==> src/design/assert_macros.svh <==
// Assertion helpers for the RTL files (included by sorted_priority_queue).
`ifndef ASSERT_MACROS_SVH
`define ASSERT_MACROS_SVH

// Same-cycle implication, disabled while reset is held.
`define SPQ_ASSERT_IMP(lbl, clk, rst_n, ante, cons) \
    lbl: assert property (@(posedge clk) disable iff (!rst_n) (ante) |-> (cons)) \
        else $error("spq assertion failed");

// Next-cycle implication, disabled while reset is held.
`define SPQ_ASSERT_NXT(lbl, clk, rst_n, ante, cons) \
    lbl: assert property (@(posedge clk) disable iff (!rst_n) (ante) |=> (cons)) \
        else $error("spq assertion failed");

`endif

==> src/design/spq_pkg.sv <==
// ----------------------------------------------------------------------------
// spq_pkg
// Shared types and constants of the sorted priority queue.
// ----------------------------------------------------------------------------
`default_nettype none

package spq_pkg;

    localparam int SPQ_DEPTH   = 16;
    localparam int COORD_W     = 64;
    localparam int PRIO_W      = 8;
    localparam int OCC_W       = 5;
    localparam int S_TDATA_W   = 200;
    localparam int M_TDATA_W   = 208;

    // command carried in s_tuser
    typedef enum logic {
        CMD_PUSH = 1'b0,
        CMD_POP  = 1'b1
    } spq_cmd_t;

    // status carried in m_tuser
    typedef enum logic [1:0] {
        STATUS_OK    = 2'd0,
        STATUS_EMPTY = 2'd1,
        STATUS_FULL  = 2'd2
    } spq_status_t;

    // one held entry
    typedef struct packed {
        logic [PRIO_W-1:0]  prio;
        logic [COORD_W-1:0] x;
        logic [COORD_W-1:0] y;
        logic [COORD_W-1:0] z;
    } spq_entry_t;

    localparam spq_entry_t ENTRY_ZERO = '0;

    // operation broadcast to every cell
    typedef struct packed {
        logic       push;
        logic       pop;
        spq_entry_t ins;
    } spq_op_t;

endpackage

`default_nettype wire

==> src/design/spq_cell.sv <==
// ----------------------------------------------------------------------------
// spq_cell
// One slot of the sorted chain: holds an entry, compares it against the
// pushed priority and shifts toward either neighbor.
// ----------------------------------------------------------------------------
`default_nettype none

module spq_cell
    import spq_pkg::*;
(
    input  wire logic       aclk,
    input  wire spq_op_t    op_i,
    input  wire logic       occupied_i,   // slot index below entry count
    input  wire spq_entry_t prev_entry_i, // neighbor toward the front
    input  wire logic       prev_after_i, // new entry goes behind neighbor
    input  wire spq_entry_t next_entry_i, // neighbor toward the back
    output spq_entry_t      entry_o,
    output logic            after_o       // new entry goes behind this slot
);

    spq_entry_t entry_reg;
    spq_entry_t entry_next;

    // equal priorities keep arrival order: new entry goes behind them
    assign after_o = occupied_i && (entry_reg.prio <= op_i.ins.prio);
    assign entry_o = entry_reg;

    // keep, take the new entry, or shift by one slot
    always_comb begin
        entry_next = entry_reg;
        if (op_i.push) begin
            if (!after_o) begin
                entry_next = prev_after_i ? op_i.ins : prev_entry_i;
            end
        end else if (op_i.pop) begin
            entry_next = next_entry_i;
        end
    end

    always_ff @(posedge aclk) begin
        entry_reg <= entry_next;
    end

endmodule

`default_nettype wire

==> config.mk <==
export PLATFORM = sky130hd
export DESIGN_NAME = spq_cell
export DESIGN_NICKNAME = d
export VERILOG_FILES = /design/src/design/assert_macros.svh /design/src/design/spq_pkg.sv /design/src/design/spq_cell.sv
export SDC_FILE = /design/constraint.sdc
export NUM_CORES = 1
export LEC_CHECK = 0
export BUFFER_PORTS_ARGS = -buffer_cell sky130_fd_sc_hd__buf_2
export CORE_AREA = 2 2 310 312
export DETAILED_ROUTE_END_ITERATION = 8
export DIE_AREA = 0 0 312 314
export PLACE_DENSITY = 0.39
export SLEW_MARGIN = 30
export SYNTH_ARGS = -nofsm -noshare
export SYNTH_HDL_FRONTEND = slang
export SYNTH_SLANG_ARGS = --single-unit
export TNS_END_PERCENT = 100
==> constraint.sdc <==
create_clock -name aclk -period 7.99 [get_ports aclk]
set_input_delay 1.598 -clock aclk [delete_from_list [all_inputs] [get_ports aclk]]
set_output_delay 1.598 -clock aclk [all_outputs]
set_load 0.005 [all_outputs]
==> key figures, run 1 <==
Setup path
  • Critical path class: in -> out
  • Worst setup EP type: output port
  • CP required: 6.39 ns
  • Max incr delay on CP: 0.30 ns
  • CP arrival: 2.91 ns
  • Cell mode on critical path: buf_2
  • Worst-path cell with the longest stage delay: ha_1
  • Startpoint Class: input port
  • Maximum fanout along the worst path: 2
  • Crit-path cells: buf_2, inv_1, ha_1, nor2b_1, o211ai_1, a21oi_1, o21ai_0, buf_2

Logic synthesis
  • Synth Cell Area: roughly 11000 sq um
  • Post-Synthesis Cells: 900
  • FF+latch count, synth: 200
  • Ys Warns: 0
  • Net count after synthesis: about 1500
  • Sequential-to-total area share from yosys stat: 57.1%
  • Synth unique cells: 20
  • Mean Syn Cell Area: approximately 12 sq um

Power and ir drop
  • Leak Pwr: 7.42 nW
  • Peak supply drop: around 170 uV
  • PD cells: 176 nW/um^2
  • Overall power: 0.00287 W

Floorplanning
  • Initial Util: 11.1%
  • Core box area: about 94000 sq um
  • Die X: 312 um
  • I/O pin count: 806
  • Std-Cell Rows: 113
  • Die area: 98000 sq um
  • Die Y: 314 um

Clock network
  • CTS root buf: clkbuf_16
  • H-tree depth: 4
  • Clock Tree Buf Depth: 2
  • CTS Hold Bufs: 0
  • CTS tree: done
  • Post CTS Setup Buffer Count: 0
  • Clock Pin Slew Worst Setup and Hold Paths: 0.08 ns
  • CTS Buf Count: 17
  • Sink Count: 200
  • Cts repair resizes: 0
  • Worst skew pair latency: around 0.51 ns

Drt
  • DRC viols: 0
  • DR vias/cell: 3.39
  • WL final: 54300 um
  • Via count: between 10000 and 15000
  • DRT Pass-1 Iters: 6
  • Starting DRT DRC Count: about 390
  • Detail Route Antenna Nets: 0
  • Avg WL per Cell: between 15 and 20 um

Placed design
  • Final GP Congestion: 0.761
  • Hpwl dp: 44800 um
  • Port-buffer cells: 805
  • Placed cells: 2910
  • DP Area: 15700 sq um

Final layout
  • Register Area: 6010 sq um
  • Final #Nets: 2277
  • Layout cells sized above 1: 50.3%
  • Multi-input logic area: 3960 sq um
  • Design Area, Final: 16400 sq um
  • Fill cells: 10800
  • Layout Area Growth over Synthesis: 55.6%
  • Max FFs per register: 200
  • Non-Filler Instances: 2955

GRT
  • Global Route Usage Sum: between 10% and 20%
  • Largest net degree at the start of global routing: 153
  • Vias in the first global route: 10200
  • Antenna violations before repair: 47
  • First-pass GRT wire length: between 70000 and 80000 um
  • Gr ovfl total: 0

Timing
  • RSZ-0062 raised after global routing: no
  • Max-slew violations: 0
  • Least-Margin Pin Slew: about 0.99 ns
  • Min cycle time layout: between 4 and 5 ns
  • Final Hold Fails: 0
  • Clock Skews: approximately 0.017 ns
  • FMAX: 0.222 GHz
  • Slew HR: 34.2%
  • Setup TNS: 0 ns
  • Final Setup Violations: 0
  • Final Cycle Share: 56.4%

Run
  • Maxcap violations: 0

Hold path
  • Worst hold path type: in -> reg

Outcome
  • Status: finished, final reports clean
[per-stage QoR]
step | utilization, % | worst slack [ns] | hold WS, ns
after floorplan | - | 0.682 | 1.82
after global placement | 16.6 | 3.47 | 1.43
after detailed placement | 16.6 | 3.44 | 1.46
after CTS | 17.3 | 3.43 | 1.34
after global routing | 17.3 | 3.36 | 1.35
final | 17.3 | 3.49 | 1.41
[placed cells by master (no fill, tap or decap), types with 3 or more instances in the layout]
cell type	count
buf_12	3
edfxtp_1	200
mux2i_1	200
clkbuf_16	17
nor2_1	202
buf_2	803
diode_2	14
clkinvlp_4	3
buf_4	3
bufinv_16	3
inv_1	8
ha_1	8
a21oi_1	204
[worst max-delay path: cells and delay by family]
kind	cells	cell delay, ns
buffers and inverters	3	0.32
adders and majority gates	1	0.30
and+or+nand+nor	1	0.13
AOI/OAI and AO/OA	3	0.56
[cell usage after synthesis (all sizes together)]
| master | n | share of area (%) |
|---|---|---|
| a21oi | 204 | 9.7 |
| a31oi | 1 | 0.060 |
| buf | 33 | 3.8 |
| clkbuf | 34 | 1.2 |
| edfxtp | 200 | 57 |
| ha | 8 | 0.95 |
| inv | 8 | 0.29 |
| mux2i | 200 | 19 |
| nand2 | 2 | 0.071 |
| nand4 | 2 | 0.12 |
| nor2 | 202 | 7.2 |
| nor2b | 1 | 0.060 |
| o2111ai | 1 | 0.083 |
| o211ai | 2 | 0.14 |
| o21a | 1 | 0.071 |
| o21ai | 1 | 0.048 |
[worst paths after layout]
kind	slack, ns	end	cells past startpoint	start
hold / removal	1.41	entry_o[121]$_DFFE_PP_	3	next_entry_i[121]
hold reg to reg	1.42	entry_o[199]$_DFFE_PP_	5	entry_o[194]$_DFFE_PP_
setup / recovery	3.49	after_o	8	op_i[193]
setup reg to reg	5.03	entry_o[71]$_DFFE_PP_	6	entry_o[193]$_DFFE_PP_
[metal layers]
| metal | share of wire, % | track usage, % | vias to the layer above |
|---|---|---|---|
| met5 | 0.25 | 0 | - |
| met4 | 1.5 | 2.62 | 20 |
| met3 | 9.0 | 4.76 | 94 |
| met2 | 51 | 19.1 | 523 |
| met1 | 38 | 11.6 | 4533 |
| li1 | - | - | 4840 |
[report_power, final]
part	switching (W)	total [W]	internal [W]	leakage (nW)
sequential	0.0000294	0.00133	0.00130	1.96
clock	0.000467	0.000963	0.000496	0.287
combinational	0.000309	0.000580	0.000271	5.17
total	0.000806	0.00287	0.00207	7.42
[cell families after synthesis]
logic type | synth area share (%)
adders and majority gates | 0.952
buffers and inverters | 5.27
muxes | 19.0
AOI/OAI and AO/OA | 10.1
and+or+nand+nor | 7.46
DFF | 57.1
[final cells by class]
cell class	count	share of cell area, %
Tap cell	1265	9.68
Clock inverter	13	1.05
Inverter	8	0.184
Multi-Input combinational cell	625	24.2
Antenna cell	14	0.214
Clock buffer	18	2.62
Sequential cell	200	36.7
Timing Repair Buffer	812	25.3
Note: power is estimated with default switching activity, not from simulation.
==> inputs of run 2 (changes only) <==
Settings changed: ABC_AREA from default to 1, CORE_AREA 2 2 310 312 to 2 2 309 311, DIE_AREA 0 0 312 314 to 0 0 311 313.
Clock period 7.99 ns to 3.8 ns, I/O delays scaled along.
==> key figures, run 2 <==
Clock network
  • CTS tree: done
  • CTS Buf Count: 17 (unchanged)
  • Post CTS Setup Buffer Count: 0 (unchanged)
  • Cts repair resizes: 0 (unchanged)
  • CTS Hold Bufs: 0 (unchanged)
  • Worst skew pair latency: 0.52 ns (about the same)
  • Clock Pin Slew Worst Setup and Hold Paths: 0.09 ns (about the same)
  • CTS root buf: clkbuf_16
  • H-tree depth: 4 (unchanged)
  • Clock Tree Buf Depth: 2 (unchanged)
  • Sink Count: 200 (unchanged)

Timing
  • FMAX: 0.386 GHz
  • Final Cycle Share: roughly two thirds
  • Final Hold Fails: 0 (unchanged)
  • Slew HR: 59.6% (+25 points)
  • Min cycle time layout: 2.59 ns
  • Least-Margin Pin Slew: 0.600 ns (-0.388 ns)
  • RSZ-0062 raised after global routing: no
  • Max-slew violations: 0 (unchanged)
  • Final Setup Violations: 0 (unchanged)
  • Clock Skews: 0.0211 ns (+0.00418 ns)
  • Setup TNS: 0 ns (unchanged)
  • Slack of the critical path: 1.21 ns (-2.28 ns)

Logic synthesis
  • Most area-consuming cells after synthesis: edfxtp_1, o21ai_1, o21ai_0, nand2_1, nor2_1
  • Synth Flop Type: edfxtp_1
  • Async SR Flop Fraction: 0% (unchanged)
  • Most instantiated cells after synthesis: o21ai_1, nand2_1, nor2_1
  • Most common cell in the synthesized netlist: o21ai_1
  • Net count after synthesis: 1744 (+15%)
  • FF+latch count, synth: 200 (unchanged)
  • Ys Warns: 0 (unchanged)
  • Cell taking the most area after synthesis: edfxtp_1
  • Post-Synthesis Cells: 1131 (+26%)
  • Sequential-to-total area share from yosys stat: 58.2% (+1.1 points)
  • Post-synth EDFFs: 200 (unchanged)
  • Synth Cell Area: 10300 sq um (-1.8%)
  • Synth unique cells: 17 (-15%)
  • Yosys top cell area share: 58.2% (+1.1 points)
  • Mean Syn Cell Area: 9.12 sq um (-22%)

Floorplanning
  • Die area: 97300 sq um (-0.64%)
  • I/O pin count: 806 (unchanged)
  • Initial Util: 11.0% (-0.17 points)
  • Die Y: 313 um (-0.32%)
  • Core box area: 94200 sq um (-0.30%)
  • Std-Cell Rows: 113 (unchanged)
  • Die X: 311 um (-0.32%)

Hold path
  • Worst hold path type: in -> reg
  • Hold path depth: 3 (unchanged)

Setup path
  • Crit-path cells: ha_1, a21oi_1, nor2_1, nor2_1, nand2_1, nand2_1, nand2_1, inv_1, buf_2
  • Worst-path cell with the longest stage delay: edfxtp_1
  • Reg-to-Reg Start: entry_o[197]$_DFFE_PP_
  • Startpoint Class: register
  • Cell mode on critical path: nand2_1
  • Crit. path cell count: 9 (+1)
  • Worst reg2reg path depth: 10 (+4)
  • Worst setup EP type: output port
  • CP Launch Point: entry_o[197]$_DFFE_PP_
  • Kind of cell adding the most delay to the critical path: flip-flops
  • R2r endpoint: entry_o[162]$_DFFE_PP_
  • Worst reg2reg setup slack: 1.48 ns (-3.55 ns)
  • Critical Path End: after_o
  • Max incr delay on CP: 0.43 ns (+0.13 ns)
  • CP required: 3.04 ns (-3.35 ns)
  • CP arrival: 1.83 ns (-1.08 ns)
  • Critical path class: reg -> out
  • Worst path bufs/invs: 2 (-1)
  • Maximum fanout along the worst path: 2 (unchanged)

Drt
  • Avg WL per Cell: 20.7 um (+13%)
  • Detail Route Antenna Nets: 0 (unchanged)
  • Starting DRT DRC Count: 558 (+45%)
  • DRT Pass-1 Iters: 5 (-1)
  • DRC viols: 0 (unchanged)
  • Via count: 11700 (+17%)
  • WL final: 66200 um (+22%)
  • DR vias/cell: 3.67 (+8.2%)

Final layout
  • Layout Area Growth over Synthesis: 59.2%
  • Leading cell types in the layout, fill and taps excluded: buf_2, o21ai_1, nand2_1
  • Most common cell after layout, fill and taps aside: buf_2
  • Final #Nets: 2511 (+10%)
  • Layout cells sized above 1: 45.6% (-4.7 points)
  • Design Area, Final: 16400 sq um (+0.44%)
  • Max FFs per register: 200 (unchanged)
  • Fill cells: 10900 (+0.55%)

Placed design
  • Final GP Congestion: 0.795 (+4.5%)
  • Post-Place Worst Slack: 0.935 ns (-2.50 ns)
  • Port-buffer cells: 805 (unchanged)
  • Hpwl dp: 55100 um (+23%)
  • DP Area: 15800 sq um (+0.35%)

GRT
  • Global Route Usage Sum: 13.2% (+2.5 points)
  • First-pass GRT wire length: 90200 um (+22%)
  • Antenna violations before repair: 68 (+45%)
  • Vias in the first global route: 11800 (+16%)
  • Largest net degree at the start of global routing: 96 (-37%)
  • Gr ovfl total: 0 (unchanged)

Power and ir drop
  • Overall power: 0.00605 W (+110%)
  • Leak Pwr: 7.17 nW (-3.4%)
  • Peak supply drop: 329 uV (+96%)
  • PD cells: 368 nW/um^2 (+110%)

Run
  • Maxcap violations: 0 (unchanged)

Outcome
  • Status: finished, final reports clean
==> run 2: cell count changes after synthesis, sizes merged, moves of 6 or more <==
cell	before	now
o21ai	1	400
a21oi	204	2
clkbuf	34	22
mux2i	200	0
inv	8	14
nand2	2	214
buf	33	66
==> run 2: power by group <==
group,internal [W],total (W),switching (W)
Combinational,0.000550,0.00127,0.000722
Clock,0.000940,0.00198,0.00104
Sequential,0.00273,0.00280,0.0000734
==> run 2: logic make-up (layout without fill, tap and decap cells) <==
family	count (synthesis)	count (layout)	share of synthesized area, %
adder cells (fa/ha/maj)	8	8	0.970
AND/OR/NAND/NOR	418	418	15.2
buffers and inverters	102	882	6.04
flip-flops	200	200	58.2
other	0	19	0
AO/OA/AOI/OAI	403	403	19.6
==> run 2: cell type report <==
class | count | area (sq um) | share of cell area [%]
multi-input cells | 829 | 3710 | 22.6
well taps | 1265 | 1580 | 9.64
inverters | 14 | 62.6 | 0.381
diodes | 19 | 47.5 | 0.289
flip-flops and latches | 200 | 6010 | 36.6
clock buffers | 17 | 425 | 2.59
clock inverters | 15 | 183 | 1.11
repair buffers | 836 | 4410 | 26.9
==> run 2: worst min path at each step <==
| stage | slack [ns] | startpoint | endpoint |
|---|---|---|---|
| 2_1_floorplan | 0.96 | next_entry_i[0] | entry_o[0]$_DFFE_PP_ |
| 3_3_place_gp | 1.05 | next_entry_i[198] | entry_o[198]$_DFFE_PP_ |
| 3_5_place_dp | 1.05 | next_entry_i[51] | entry_o[51]$_DFFE_PP_ |
| 4_1_cts | 0.46 | next_entry_i[151] | entry_o[151]$_DFFE_PP_ |
| 5_1_grt | 0.50 | next_entry_i[151] | entry_o[151]$_DFFE_PP_ |
| 6_report | 0.51 | next_entry_i[151] | entry_o[151]$_DFFE_PP_ |
==> run 2: layer usage <==
| layer | track usage (%) | share of wire (%) |
|---|---|---|
| met1 | 14.7 | 39 |
| met2 | 23.1 | 51 |
| met3 | 4.24 | 7.1 |
| met4 | 5.64 | 3.1 |
| met5 | 0 | 0.14 |
==> run 2: tightest hold or removal path, stage by stage <==
cell,delay (ns)
buf_2,0.07
nand2_1,0.04
o21ai_1,0.05
==> run 2: through the flow <==
stage               hold slack, ns  utilization, %  std cells
floorplan                    0.958               -       1131
global placement              1.05            16.7       3144
detailed placement            1.05            16.7       3144
CTS                          0.459            17.4       3176
global route                 0.502            17.4       3187
finish                       0.513            17.4       3195
==> inputs of run 3 (changes only) <==
Settings changed: CORE_AREA 2 2 309 311 to 2 2 311 313, DIE_AREA 0 0 311 313 to 0 0 313 315, PLACE_DENSITY 0.39 to 0.38.
Clock period 3.8 ns to 2.63 ns, I/O delays scaled along.
==> key figures, run 3 (synthesis gave the netlist of run 2 again) <==
Outcome
  • Status: finished, final reports clean

Power and ir drop
  • Switching part of the total: 28.8% (-1.5 points)
  • Leak Pwr: 7.37 nW (+2.8%)
  • Overall power: 0.00886 W (+47%)
  • PD cells: 530 nW/um^2 (+44%)
  • Internal Power: 0.00631 W (+50%)
  • Flop pwr share: 45.6% (-0.7 points)
  • Peak supply drop: 478 uV (+46%)
  • Clk pwr share: 32.7% (about the same)
  • Combinational power share: 21.7% (+0.7 points)
  • Psw: 0.00255 W (+39%)

Clock network
  • Worst skew pair latency: 0.52 ns (about the same)
  • Clock Pin Slew Worst Setup and Hold Paths: 0.09 ns (about the same)
  • Post CTS Setup Buffer Count: 0 (unchanged)
  • CTS root buf: clkbuf_16
  • Sink Count: 200 (unchanged)
  • H-tree depth: 4 (unchanged)
  • Clock Tree Buf Depth: 2 (unchanged)
  • Cts repair resizes: 0 (unchanged)
  • CTS tree: done
  • CTS Buf Count: 17 (unchanged)
  • CTS Hold Bufs: 0 (unchanged)

Setup path
  • Maximum fanout along the worst path: 2 (unchanged)
  • Startpoint Class: register
  • Critical path class: reg -> out
  • Worst setup EP type: output port
  • CP arrival: 1.93 ns (+0.10 ns)
  • CP required: 2.10 ns (-0.94 ns)

Timing
  • Clock Skews: 0.0247 ns (+0.00362 ns)
  • RSZ-0062 raised after global routing: no
  • Final Cycle Share: 93.3%
  • Least-Margin Pin Slew: 0.508 ns (-0.0918 ns)
  • Final Setup Violations: 0 (unchanged)
  • Setup TNS: 0 ns (unchanged)
  • Final Hold Fails: 0 (unchanged)
  • Max-slew violations: 0 (unchanged)
  • Slew HR: 65.8% (+6.2 points)
  • Min cycle time layout: 2.45 ns
  • FMAX: about 0.41 GHz

GRT
  • Largest net degree at the start of global routing: 80 (-17%)
  • Global Route Usage Sum: 12.9% (-0.36 points)
  • First-pass GRT wire length: 89000 um (-1.3%)
  • Antenna violations before repair: 62 (-8.8%)
  • Vias in the first global route: 11800 (-0.66%)
  • Gr ovfl total: 0 (unchanged)

Drt
  • Avg WL per Cell: 20.3 um (-1.8%)
  • DRC viols: 0 (unchanged)
  • DR vias/cell: 3.64 (-0.58%)
  • DRT Pass-1 Iters: 7 (+2)
  • Via count: 11800 (+0.51%)
  • Starting DRT DRC Count: 633 (+13%)
  • Detail Route Antenna Nets: 0 (unchanged)
  • WL final: 65700 um (-0.74%)

Floorplanning
  • Die Y: 315 um (+0.64%)
  • Initial Util: 10.8% (-0.18 points)
  • Core box area: 95700 sq um (+1.6%)
  • Std-Cell Rows: 114 (+0.88%)
  • Die X: 313 um (+0.64%)
  • Die area: 98600 sq um (+1.3%)
  • I/O pin count: 806 (unchanged)

Final layout
  • Most common cell after layout, fill and taps aside: buf_2
  • Layout Area Growth over Synthesis: 62.2%
  • Multi-input logic area: 3710 sq um (unchanged)
  • Register Area: 6010 sq um (unchanged)
  • Max FFs per register: 200 (unchanged)
  • Fill cells: 11000 (+0.85%)
  • Design Area, Final: 16700 sq um (+1.9%)
  • Final #Nets: 2549 (+1.5%)
  • Layout cells sized above 1: 46.5% (+0.93 points)
  • Leading cell types in the layout, fill and taps excluded: buf_2, o21ai_1, nand2_1

Placed design
  • Port-buffer cells: 805 (unchanged)
  • Hpwl dp: 55800 um (+1.3%)
  • Final GP Congestion: 0.810 (+1.8%)
  • DP Area: 16100 sq um (+2.2%)

Run
  • Maxcap violations: 0 (unchanged)

Hold path
  • Worst hold path type: in -> reg
[run 3: cell count changes in the layout (fill, tap and decap cells not counted), moves of 2 or more]
cell	change
clkinv_8	-4
diode_2	-13
clkbuf_1	+2
buf_4	+34
inv_6	-4
clkinv_4	-2
buf_12	+4
inv_8	+3
bufinv_16	+2
[run 3: through the flow]
step | setup slack, ns | util (%) | cells | hold slack (ns)
6_report | 0.177 | 17.5 | 3230 | 0.302
5_1_grt | 0.0144 | 17.5 | 3225 | 0.261
4_1_cts | 0.0841 | 17.5 | 3224 | 0.223
3_5_place_dp | 0.158 | 16.8 | 3193 | 0.813
3_3_place_gp | 0.165 | 16.8 | 3193 | 0.812
2_1_floorplan | 0.0832 | - | 1131 | 0.724
[run 3: worst paths after layout]
path / cells past startpoint / startpoint / slack (ns) / end
worst min register to register: 7 / entry_o[193]$_DFFE_PP_ / 1.28 / entry_o[192]$_DFFE_PP_
worst max register to register: 11 / entry_o[199]$_DFFE_PP_ / 0.41 / entry_o[31]$_DFFE_PP_
worst max-delay path: 9 / entry_o[199]$_DFFE_PP_ / 0.18 / after_o
worst min-delay path: 3 / next_entry_i[137] / 0.30 / entry_o[137]$_DFFE_PP_
[run 3: area by class of cell]
cell class	instances	area share (%)
Multi-Input combinational cell	829	22.1
Sequential cell	200	35.9
Clock buffer	19	2.59
Tap cell	1276	9.54
Inverter	14	0.389
Clock inverter	12	1.01
Antenna cell	6	0.0897
Timing Repair Buffer	874	28.4
[run 3: layer usage]
metal	part of all wire, %	GRT usage [%]
met1	39	14.5
met2	50	23.1
met3	8.3	4.72
met4	2.2	2.71
met5	0.30	0
[run 3: power groups by stage]
stage	Sequential, W	Clock (W)	Combinational, W
global placement	0.00413	0	0.00198
CTS	0.00405	0.00307	0.00197
global route	0.00408	0.00313	0.00214
detailed placement	0.00412	0	0.00197
floorplan	0.00415	0	0.000635
finish	0.00405	0.00289	0.00192
[run 3: critical path, stage by stage (launching register included)]
cell and delay (ns):
edfxtp_1 0.42, ha_1 0.31, nand2_1 0.10, nor2_1 0.15, nand2_1 0.08, nand2_1 0.06, nand2_1 0.04, nand2_1 0.07
inv_1 0.04, buf_2 0.13
